[config.mk]
export PLATFORM = sky130hd
export DESIGN_NAME = gait_target_pd_joint_control
export DESIGN_NICKNAME = d
export VERILOG_FILES = /design/src/sv/gtpd_pkg.sv /design/src/sv/gait_target_pd_joint_control.sv
export SDC_FILE = /design/constraint.sdc
export NUM_CORES = 2
export LEC_CHECK = 0
export BUFFER_PORTS_ARGS = -buffer_cell sky130_fd_sc_hd__buf_2
export CAP_MARGIN = 20
export CORE_UTILIZATION = 60
export CTS_CLUSTER_DIAMETER = 120
export CTS_CLUSTER_SIZE = 8
export DETAILED_ROUTE_END_ITERATION = 10
export HOLD_SLACK_MARGIN = 0.1
export PLACE_DENSITY = 0.77
export SLEW_MARGIN = 0
export SYNTH_ARGS = -nofsm -noshare
export SYNTH_HDL_FRONTEND = slang
export SYNTH_SLANG_ARGS = --single-unit
[constraint.sdc]
create_clock -name clock -period 6.9 [get_ports clock]
set_input_delay 0.345 -clock clock [delete_from_list [all_inputs] [get_ports clock]]
set_output_delay 0.345 -clock clock [all_outputs]
set_load 0.02 [all_outputs]
[src/sv/gtpd_pkg.sv]
`timescale 1ns / 1ps
// Package for the gait-target PD joint controller: widths, reset values,
// register codes and the gait setpoint table. Depends on nothing.
package gtpd_pkg;

   localparam int NUM_JOINTS_DEF      = 12;
   localparam int NUM_GAIT_JOINTS_DEF = 8;

   localparam int SEL_W    = 4;
   localparam int POS_W    = 16;
   localparam int ERR_W    = POS_W + 1;
   localparam int DERR_W   = POS_W + 2;
   localparam int TORQUE_W = 32;
   localparam int GAIN_W   = 8;
   localparam int SDIV_W   = 10;
   localparam int TPP_W    = 12;
   localparam int TICK_W   = 14;
   localparam int ADDR_W   = 5;
   localparam int DATA_W   = 32;

   localparam logic [GAIN_W-1:0] PROP_GAIN_RST  = 8'd70;
   localparam logic [GAIN_W-1:0] DERIV_GAIN_RST = 8'd50;
   localparam logic [SDIV_W-1:0] SDIV_RST       = 10'd200;
   localparam logic [TPP_W-1:0]  TPP_RST        = 12'd500;
   localparam logic [POS_W-1:0]  HIP_OFFSET_RST = 16'd0;
   localparam logic [TICK_W-1:0] TICK_RST       = 14'd1;

   localparam logic signed [POS_W-1:0] Q_HALF     = 16'sd2048;
   localparam logic signed [POS_W-1:0] Q_ONE      = 16'sd4096;
   localparam logic signed [POS_W-1:0] Q_ONE_HALF = 16'sd6144;
   localparam logic signed [POS_W-1:0] Q_TWO      = 16'sd8192;

   localparam logic [2:0] REG_PROP_GAIN  = 3'd0;
   localparam logic [2:0] REG_DERIV_GAIN = 3'd1;
   localparam logic [2:0] REG_SMOOTH_DIV = 3'd2;
   localparam logic [2:0] REG_TICKS_PP   = 3'd3;
   localparam logic [2:0] REG_HIP_OFFSET = 3'd4;

   typedef logic signed [POS_W-1:0] pos_type;

   function automatic pos_type gait_setpoint(input logic [2:0] row, input logic [1:0] phase);
      pos_type sp;
      sp = Q_HALF;
      case (row)
         3'd0, 3'd3: begin
            case (phase)
               2'd0: sp = Q_TWO;
               2'd1: sp = Q_TWO;
               2'd2: sp = Q_ONE_HALF;
               default: sp = Q_ONE;
            endcase
         end
         3'd1, 3'd2: begin
            case (phase)
               2'd0: sp = Q_ONE_HALF;
               2'd1: sp = Q_ONE;
               2'd2: sp = Q_TWO;
               default: sp = Q_TWO;
            endcase
         end
         3'd4, 3'd7: begin
            case (phase)
               2'd0: sp = Q_ONE_HALF;
               2'd1: sp = Q_HALF;
               2'd2: sp = Q_HALF;
               default: sp = Q_ONE_HALF;
            endcase
         end
         default: begin
            case (phase)
               2'd0: sp = Q_HALF;
               2'd1: sp = Q_ONE_HALF;
               2'd2: sp = Q_ONE_HALF;
               default: sp = Q_HALF;
            endcase
         end
      endcase
      return sp;
   endfunction

endpackage

[src/sv/gait_target_pd_joint_control.sv]
`timescale 1ns / 1ps
// Gait-target PD joint controller: target and previous-error memories, a shared
// two-bit-per-cycle divider, PD multipliers, APB register file. Uses gtpd_pkg.
// The sequencer takes one word at a time: req_tready is high only in the idle state, so a
// new word is accepted only once the last one's result word has been loaded. The shared
// divider runs a tick division for every word and a smoothing division for gait joints
// (two divisions per gait word), and a waiting result word holds the sequencer.
// Reset clears the registers to their defaults, sets the tick count to one and
// clears the valid bits, so unwritten memory entries read as their reset values.
module gait_target_pd_joint_control #(
   parameter int NUM_JOINTS      = gtpd_pkg::NUM_JOINTS_DEF,
   parameter int NUM_GAIT_JOINTS = gtpd_pkg::NUM_GAIT_JOINTS_DEF
) (
   input  logic                        clock,
   input  logic                        reset,
   input  logic                        req_tvalid,
   output logic                        req_tready,
   // joint_sel [3:0], joint_position [19:4], zero [23:20]
   input  logic [23:0]                 req_tdata,
   input  logic                        req_tlast,
   output logic                        rsp_tvalid,
   input  logic                        rsp_tready,
   // joint_out [3:0], torque_cmd [35:4], zero [39:36]
   output logic [39:0]                 rsp_tdata,
   // torque_saturated [0]
   output logic [0:0]                  rsp_tuser,
   input  logic                        csr_psel,
   input  logic                        csr_penable,
   input  logic                        csr_pwrite,
   input  logic [gtpd_pkg::ADDR_W-1:0] csr_paddr,
   input  logic [gtpd_pkg::DATA_W-1:0] csr_pwdata,
   output logic [gtpd_pkg::DATA_W-1:0] csr_prdata,
   output logic                        csr_pready
);
   import gtpd_pkg::*;

   localparam int GAIT_AW  = (NUM_GAIT_JOINTS > 1) ? $clog2(NUM_GAIT_JOINTS) : 1;
   localparam int PERR_AW  = (NUM_JOINTS > 1) ? $clog2(NUM_JOINTS) : 1;
   localparam int DIV_W    = 18;
   localparam int REM_W    = TPP_W + 1;
   localparam int DIV_STEPS = DIV_W / 2;
   localparam int CNT_W    = $clog2(DIV_STEPS);
   localparam int PP_W     = GAIN_W + 1 + ERR_W;
   localparam int PD_W     = GAIN_W + 1 + DERR_W;
   localparam int SUM_W    = PD_W + 1;

   localparam logic [SEL_W:0] NJ_LIM = (SEL_W + 1)'(NUM_JOINTS);
   localparam logic [SEL_W:0] NG_LIM = (SEL_W + 1)'(NUM_GAIT_JOINTS);
   localparam logic [CNT_W-1:0] CNT_LAST = CNT_W'(DIV_STEPS - 1);

   localparam logic [2:0] ST_IDLE = 3'd0;
   localparam logic [2:0] ST_TDIV = 3'd1;
   localparam logic [2:0] ST_PREP = 3'd2;
   localparam logic [2:0] ST_SDIV = 3'd3;
   localparam logic [2:0] ST_UPD  = 3'd4;
   localparam logic [2:0] ST_MUL  = 3'd5;
   localparam logic [2:0] ST_SUM  = 3'd6;

   logic [GAIN_W-1:0] prop_gain_ff, deriv_gain_ff;
   logic [SDIV_W-1:0] sdiv_ff;
   logic [TPP_W-1:0]  tpp_ff;
   logic [POS_W-1:0]  hip_offset_ff;
   logic [TICK_W-1:0] tick_ff;

   logic [2:0] state_ff, state_in;
   logic [SEL_W-1:0] sel_ff;
   pos_type pos_ff;
   logic last_ff;

   pos_type tgt_mem [NUM_GAIT_JOINTS];
   logic signed [ERR_W-1:0] perr_mem [NUM_JOINTS];
   logic [NUM_GAIT_JOINTS-1:0] tgt_vld_ff;
   logic [NUM_JOINTS-1:0] perr_vld_ff;
   pos_type tgt_rd_ff;
   logic signed [ERR_W-1:0] perr_rd_ff;
   logic tgt_rd_vld_ff, perr_rd_vld_ff;

   logic [REM_W-1:0] div_rem_ff, div_rem_in, step_rem;
   logic [DIV_W-1:0] div_quo_ff, div_quo_in, step_quo;
   logic [TPP_W-1:0] div_dsr_ff, div_dsr_in;
   logic [CNT_W-1:0] div_cnt_ff, div_cnt_in;
   logic [REM_W-1:0] trial;

   pos_type cur_tgt_ff;
   logic diff_neg_ff;
   logic signed [ERR_W-1:0] err_ff;
   logic signed [DERR_W-1:0] derr_ff;
   logic signed [PP_W-1:0] prod_p_ff;
   logic signed [PD_W-1:0] prod_d_ff;

   logic rsp_tvalid_ff;
   logic [SEL_W-1:0] rsp_sel_ff;
   logic [TORQUE_W-1:0] rsp_torque_ff;
   logic rsp_sat_ff;

   logic req_acc, csr_wr, is_joint, is_gait, rsp_load;
   logic [SEL_W-1:0] req_sel;
   logic [TPP_W-1:0] tpp_eff;
   logic [SDIV_W-1:0] sdiv_eff;
   logic [2:0] row;
   pos_type sp_raw, sp, cur_tgt, new_tgt;
   logic signed [POS_W:0] hip_sum, diff, step_s, tgt_sum;
   logic [POS_W:0] diff_mag;
   logic [TICK_W-1:0] tick_mod, tick_nxt, cyc;
   logic signed [ERR_W-1:0] err_c, perr_cur;
   logic signed [DERR_W-1:0] derr_c;
   logic signed [SUM_W-1:0] sum_c;
   logic signed [TORQUE_W:0] sum_w;
   logic [TORQUE_W-1:0] torque_c;
   logic sat_c;

   assign req_tready = (state_ff == ST_IDLE);
   assign req_acc    = req_tvalid && req_tready;
   assign req_sel    = req_tdata[SEL_W-1:0];
   assign csr_pready = 1'b1;
   assign csr_wr     = csr_psel && csr_penable && csr_pwrite && csr_pready;

   assign is_joint = ({1'b0, sel_ff} < NJ_LIM);
   assign is_gait  = ({1'b0, sel_ff} < NG_LIM);
   assign tpp_eff  = (tpp_ff == '0) ? TPP_W'(1) : tpp_ff;
   assign sdiv_eff = (sdiv_ff == '0) ? SDIV_W'(1) : sdiv_ff;
   assign row      = sel_ff[2:0];

   // Register file.
   always_ff @(posedge clock) begin
      if (reset) begin
         prop_gain_ff  <= PROP_GAIN_RST;
         deriv_gain_ff <= DERIV_GAIN_RST;
         sdiv_ff       <= SDIV_RST;
         tpp_ff        <= TPP_RST;
         hip_offset_ff <= HIP_OFFSET_RST;
      end else if (csr_wr) begin
         case (csr_paddr[4:2])
            REG_PROP_GAIN:  prop_gain_ff  <= csr_pwdata[GAIN_W-1:0];
            REG_DERIV_GAIN: deriv_gain_ff <= csr_pwdata[GAIN_W-1:0];
            REG_SMOOTH_DIV: sdiv_ff       <= csr_pwdata[SDIV_W-1:0];
            REG_TICKS_PP:   tpp_ff        <= csr_pwdata[TPP_W-1:0];
            REG_HIP_OFFSET: hip_offset_ff <= csr_pwdata[POS_W-1:0];
            default: ;
         endcase
      end
   end

   always_comb begin
      case (csr_paddr[4:2])
         REG_PROP_GAIN:  csr_prdata = DATA_W'(prop_gain_ff);
         REG_DERIV_GAIN: csr_prdata = DATA_W'(deriv_gain_ff);
         REG_SMOOTH_DIV: csr_prdata = DATA_W'(sdiv_ff);
         REG_TICKS_PP:   csr_prdata = DATA_W'(tpp_ff);
         REG_HIP_OFFSET: csr_prdata = DATA_W'($signed(hip_offset_ff));
         default:        csr_prdata = '0;
      endcase
   end

   // Two restoring division steps per cycle.
   always_comb begin
      step_rem = div_rem_ff;
      step_quo = div_quo_ff;
      trial    = '0;
      for (int i = 0; i < 2; i++) begin
         trial = {step_rem[REM_W-2:0], step_quo[DIV_W-1]};
         if (trial >= {1'b0, div_dsr_ff}) begin
            step_rem = trial - {1'b0, div_dsr_ff};
            step_quo = {step_quo[DIV_W-2:0], 1'b1};
         end else begin
            step_rem = trial;
            step_quo = {step_quo[DIV_W-2:0], 1'b0};
         end
      end
   end

   // Tick arithmetic from the tick division: quotient gives the phase.
   always_comb begin
      cyc      = {tpp_eff, 2'b00};
      tick_mod = TICK_W'(TICK_W'(div_quo_ff[1:0]) * TICK_W'(tpp_eff)) + TICK_W'(div_rem_ff);
      tick_nxt = tick_mod + TICK_W'(1);
      if (tick_nxt == cyc) begin
         tick_nxt = '0;
      end
   end

   // Setpoint and smoothing difference.
   always_comb begin
      sp_raw  = gait_setpoint(row, div_quo_ff[1:0]);
      hip_sum = (POS_W + 1)'(sp_raw) + (POS_W + 1)'($signed(hip_offset_ff));
      if (hip_sum > (POS_W + 1)'(17'sd32767)) begin
         hip_sum = 17'sd32767;
      end else if (hip_sum < -(POS_W + 1)'(17'sd32768)) begin
         hip_sum = -17'sd32768;
      end
      sp       = row[2] ? hip_sum[POS_W-1:0] : sp_raw;
      cur_tgt  = tgt_rd_vld_ff ? tgt_rd_ff : (row[2] ? Q_HALF : Q_ONE_HALF);
      diff     = (POS_W + 1)'(sp) - (POS_W + 1)'(cur_tgt);
      diff_mag = diff[POS_W] ? (POS_W + 1)'(-diff) : (POS_W + 1)'(diff);
   end

   // Target update, error and derivative term.
   always_comb begin
      step_s   = diff_neg_ff ? -$signed(div_quo_ff[POS_W:0]) : $signed(div_quo_ff[POS_W:0]);
      tgt_sum  = (POS_W + 1)'(cur_tgt_ff) + step_s;
      new_tgt  = is_gait ? tgt_sum[POS_W-1:0] : pos_type'(0);
      err_c    = ERR_W'(new_tgt) - ERR_W'(pos_ff);
      perr_cur = perr_rd_vld_ff ? perr_rd_ff : '0;
      derr_c   = DERR_W'(err_c) - DERR_W'(perr_cur);
      sum_c    = SUM_W'(prod_p_ff) + SUM_W'(prod_d_ff);
      sum_w    = (TORQUE_W + 1)'(sum_c);
      sat_c    = 1'b0;
      torque_c = sum_w[TORQUE_W-1:0];
      if (sum_w > 33'sh0_7FFF_FFFF) begin
         torque_c = 32'h7FFF_FFFF;
         sat_c    = 1'b1;
      end else if (sum_w < 33'sh1_8000_0000) begin
         torque_c = 32'h8000_0000;
         sat_c    = 1'b1;
      end
      if (!is_joint) begin
         torque_c = '0;
         sat_c    = 1'b0;
      end
   end

   assign rsp_load = (state_ff == ST_SUM) && (!rsp_tvalid_ff || rsp_tready);

   // Sequencer and divider control.
   always_comb begin
      state_in   = state_ff;
      div_rem_in = div_rem_ff;
      div_quo_in = div_quo_ff;
      div_dsr_in = div_dsr_ff;
      div_cnt_in = div_cnt_ff;
      case (state_ff)
         ST_IDLE: begin
            if (req_acc) begin
               div_rem_in = '0;
               div_quo_in = DIV_W'(tick_ff);
               div_dsr_in = tpp_eff;
               div_cnt_in = '0;
               state_in   = ST_TDIV;
            end
         end
         ST_TDIV, ST_SDIV: begin
            div_rem_in = step_rem;
            div_quo_in = step_quo;
            div_cnt_in = div_cnt_ff + CNT_W'(1);
            if (div_cnt_ff == CNT_LAST) begin
               state_in = (state_ff == ST_TDIV) ? ST_PREP : ST_UPD;
            end
         end
         ST_PREP: begin
            if (is_gait) begin
               div_rem_in = '0;
               div_quo_in = DIV_W'(diff_mag);
               div_dsr_in = TPP_W'(sdiv_eff);
               div_cnt_in = '0;
               state_in   = ST_SDIV;
            end else begin
               state_in = ST_UPD;
            end
         end
         ST_UPD:  state_in = ST_MUL;
         ST_MUL:  state_in = ST_SUM;
         ST_SUM: begin
            if (rsp_load) begin
               state_in = ST_IDLE;
            end
         end
         default: state_in = ST_IDLE;
      endcase
   end

   always_ff @(posedge clock) begin
      if (reset) begin
         state_ff       <= ST_IDLE;
         tick_ff        <= TICK_RST;
         tgt_vld_ff     <= '0;
         perr_vld_ff    <= '0;
         rsp_tvalid_ff  <= 1'b0;
      end else begin
         state_ff <= state_in;
         if (state_ff == ST_PREP && last_ff) begin
            tick_ff <= tick_nxt;
         end
         if (state_ff == ST_UPD && is_gait) begin
            tgt_vld_ff[sel_ff[GAIT_AW-1:0]] <= 1'b1;
         end
         if (state_ff == ST_UPD && is_joint) begin
            perr_vld_ff[sel_ff[PERR_AW-1:0]] <= 1'b1;
         end
         rsp_tvalid_ff <= rsp_load || (rsp_tvalid_ff && !rsp_tready);
      end
   end

   // State memories: registered read at acceptance, write-back at update.
   always_ff @(posedge clock) begin
      if (req_acc && ({1'b0, req_sel} < NG_LIM)) begin
         tgt_rd_ff     <= tgt_mem[req_sel[GAIT_AW-1:0]];
         tgt_rd_vld_ff <= tgt_vld_ff[req_sel[GAIT_AW-1:0]];
      end
      if (req_acc && ({1'b0, req_sel} < NJ_LIM)) begin
         perr_rd_ff     <= perr_mem[req_sel[PERR_AW-1:0]];
         perr_rd_vld_ff <= perr_vld_ff[req_sel[PERR_AW-1:0]];
      end
      if (state_ff == ST_UPD && is_gait) begin
         tgt_mem[sel_ff[GAIT_AW-1:0]] <= new_tgt;
      end
      if (state_ff == ST_UPD && is_joint) begin
         perr_mem[sel_ff[PERR_AW-1:0]] <= err_c;
      end
   end

   // Datapath registers.
   always_ff @(posedge clock) begin
      div_rem_ff <= div_rem_in;
      div_quo_ff <= div_quo_in;
      div_dsr_ff <= div_dsr_in;
      div_cnt_ff <= div_cnt_in;
      if (req_acc) begin
         sel_ff  <= req_sel;
         pos_ff  <= req_tdata[SEL_W +: POS_W];
         last_ff <= req_tlast;
      end
      if (state_ff == ST_PREP) begin
         cur_tgt_ff  <= cur_tgt;
         diff_neg_ff <= diff[POS_W];
      end
      if (state_ff == ST_UPD) begin
         err_ff  <= err_c;
         derr_ff <= derr_c;
      end
      if (state_ff == ST_MUL) begin
         prod_p_ff <= $signed({1'b0, prop_gain_ff}) * err_ff;
         prod_d_ff <= $signed({1'b0, deriv_gain_ff}) * derr_ff;
      end
      if (rsp_load) begin
         rsp_sel_ff    <= sel_ff;
         rsp_torque_ff <= torque_c;
         rsp_sat_ff    <= sat_c;
      end
   end

   assign rsp_tvalid = rsp_tvalid_ff;
   assign rsp_tdata  = {4'b0000, rsp_torque_ff, rsp_sel_ff};
   assign rsp_tuser  = rsp_sat_ff;

endmodule
==> impl_metrics.ini <==
[pwr]
p_int_mw = 12.4
seqPwrFrac = 0.303
p_leak_nw = 19.5
power_frac_comb = 0.493
p_sw_mw = 8.30
p_clk_frac = 0.205
power.share.switching = 0.401
irDropWorstVdd_mv = 0.381
p_per_area_nw_per_um2 = 439

[detailed_routing]
final_antenna_net_count = 0
drc_errors = 0
vias = 28800
first_pass_iters = 6
drtIter0Drc = 2743
routed_wl_mm = 104
routedWlPerCell_um = 21.4
vias_per_cell = 5.93

[yosys]
syn_area_per_cell_um2 = 11.4
synth_edf_count = 573
ys_ff_latch = 665
ys_seq_area_frac = 0.450
synth.area.top_cells = edfxtp_1 41%, fa_1 11%, ha_1 7.3%
synth_largest_area_cell = edfxtp_1
async_flop_share = 0
syn-cell-area_um2 = 42400
ys.warnings.count = 0
synth_top_area_share = 0.406
synth_top_flop_cell = edfxtp_1
synthCells = 3703
synth_cell_types = 87

[timing]
fin_crit_ns = 6.51
rsz0062_at_grt = no
relSlewSlack = 0.260
finalHoldViolations = 0
tns_ns = 0
fin_skew_ns = 0.0560
fin_crit_sh = 0.943
worst_pin_slew_ns = 1.10
slew_viol_final = 0
holdWs_ns = 0.170
timing.fmax_ghz = 0.154
setup_viol = 0

[die]
rows = 97
die_area_um2 = 71700
die_w_um = 268
die_height_um = 268
core_area_um2 = 69900
start_util = 0.606
ios = 145

[setup_path]
cp_max_fo = 14
slowest_stage = nor2_1
end_kind = flop
ff2ff_path_depth = 26
slowest_delay_ns = 0.70
critPathBufInv = 2
crit_type = reg2reg
worstSetupStartpointType = flop
critPathTopFamily = compound AO/OA/AOI/OAI gates
cp.arrival_ns = 6.89
critical_path_cell_count = 26
cp.required_ns = 7.28

[global_routing]
grt-ovfl-total = 0
antenna_found_initial = 1
grt_pass1_vias = 28300
grt_max_degree = 56
grt_use_total = 0.296
grt_pass1_wl_mm = 161

[clock_network]
cts_tree = built
htreeDepth = 3
cts-buffers-inserted = 93
cts.reportedPaths.clkPinSlew_ns = 0.05
cts_setup_buffers = 0
clock_sink_count = 665
clk_path_buf_depth = 3
clock_latency_ns = 0.68
root_buffer = clkbuf_16

[placed_design]
placed_area_um2 = 44000
dp.cells = 4673
numPortBuffers = 116
gp_congestion = 0.959
post-dp-hpwl_mm = 71.3

[layout]
drive_above_1_share = 0.116
fillers = 5047
layout_commonest_cell = edfxtp_1
n_antenna_cell = 0
syn_to_final_growth_pct = 11.2
final_util = 0.674
final_cell_mix = 573 x edfxtp_1, 427 x inv_1, 368 x nand2_1
postLayoutCellArea_um2 = 47100
final_cells = 4856
nets = 4425

[outcome]
status = completed

[worst_hold_path]
hold_depth = 5
hp-class = in2reg

[job]
max-cap-violations = 0
==> worst paths after layout <==
| kind | end | slack, ns | from |
|---|---|---|---|
| max | derr_ff[15] | 0.39 | div_quo_ff[0] |
| min | state_ff[0] | 0.17 | req_tvalid |
| min reg2reg | tick_ff[1] | 0.47 | tick_ff[1] |
| max reg2reg | derr_ff[15] | 0.39 | div_quo_ff[0] |
==> metal layers <==
| metal | routed length (um) | GRT usage | share of wire |
|---|---|---|---|
| met1 | 42700 | 0.404 | 0.41 |
| met4 | 3680 | 0.106 | 0.036 |
| met2 | 49400 | 0.486 | 0.48 |
| met3 | 7940 | 0.0436 | 0.076 |
| met5 | 17 | 0 | 0.00016 |
==> worst register-to-register path: cells and delay by family, from the launching register on <==
family	cells	cell delay, ns
AND/OR/NAND/NOR	6	1.36
adder cells (fa/ha/maj)	4	1.26
buffers and inverters	2	0.49
AO/OA/AOI/OAI	10	2.26
flip-flops	1	0.40
XOR/XNOR	4	0.47
==> area by class of cell <==
cell class,instances,area (um^2),area share
multi-input cells,2459,21100,0.448
flip-flops and latches,665,19000,0.404
clock buffers,135,2480,0.0527
inverters,428,1610,0.0341
repair buffers,221,1500,0.0318
well taps,940,1180,0.0250
clock inverters,8,195,0.00414
==> what timing repair did <==
action | 4_1_cts | 5_1_grt
gates resized for setup | 0 | 2
hold endpoints to repair | 76 | 0
hold buffers | 35 | 0
setup endpoints to repair | 0 | 7
==> per-stage QoR <==
step | power [mW] | setup slack [ns]
after detailed placement | 16.3 | 0.413
after global placement | 16.1 | 0.339
after CTS | 20.6 | 0.269
final | 20.7 | 0.391
after floorplan | 13.5 | 0.992
after global routing | 22.1 | 0.0146
==> sequential cells by signal, summed over array words and instances (netlist names), 10 cells and up <==
signal,flops
hip_offset_ff,16
tpp_ff,12
rsp_torque_ff,29
pos_ff,16
tgt_mem,128
perr_vld_ff,12
err_ff,17
div_rem_ff,13
tick_ff,14
tgt_rd_ff,16
div_dsr_ff,12
cur_tgt_ff,16
perr_rd_ff,17
prod_p_ff,26
div_quo_ff,18
prod_d_ff,27
perr_mem,204
sdiv_ff,10
derr_ff,18
==> cell families after synthesis <==
group,after synthesis,synth area share
AOI/OAI and AO/OA,556,0.0859
buffers and inverters,583,0.0540
xor gates and xnor gates,167,0.0349
DFF,665,0.450
and+or+nand+nor,1065,0.120
adders and majority gates,488,0.187
other,2,0.000177
muxes,177,0.0684
==> synth_stat cells, types with 25 or more instances <==
master	count
a21boi_0	25
a21o_1	39
a21oi_1	151
and2_1	200
buf_4	25
clkbuf_1	112
dfxtp_1	92
edfxtp_1	573
fa_1	242
ha_1	246
inv_1	427
mux2i_1	69
mux4_2	88
nand2_1	368
nand2b_1	35
nand3_1	49
nor2_1	237
nor2b_1	37
nor3_1	55
o21ai_0	116
xnor2_1	120
xor2_1	46
==> power groups by stage <==
stage / logic (mW) / clock network (mW) / registers, mW
finish: 10.2 / 4.23 / 6.27
global route: 11.3 / 4.44 / 6.29
CTS: 10.1 / 4.26 / 6.26
detailed placement: 9.96 / 0 / 6.33
global placement: 9.75 / 0 / 6.32
floorplan: 7.31 / 0 / 6.18
Power figures use the tool's default switching activity.
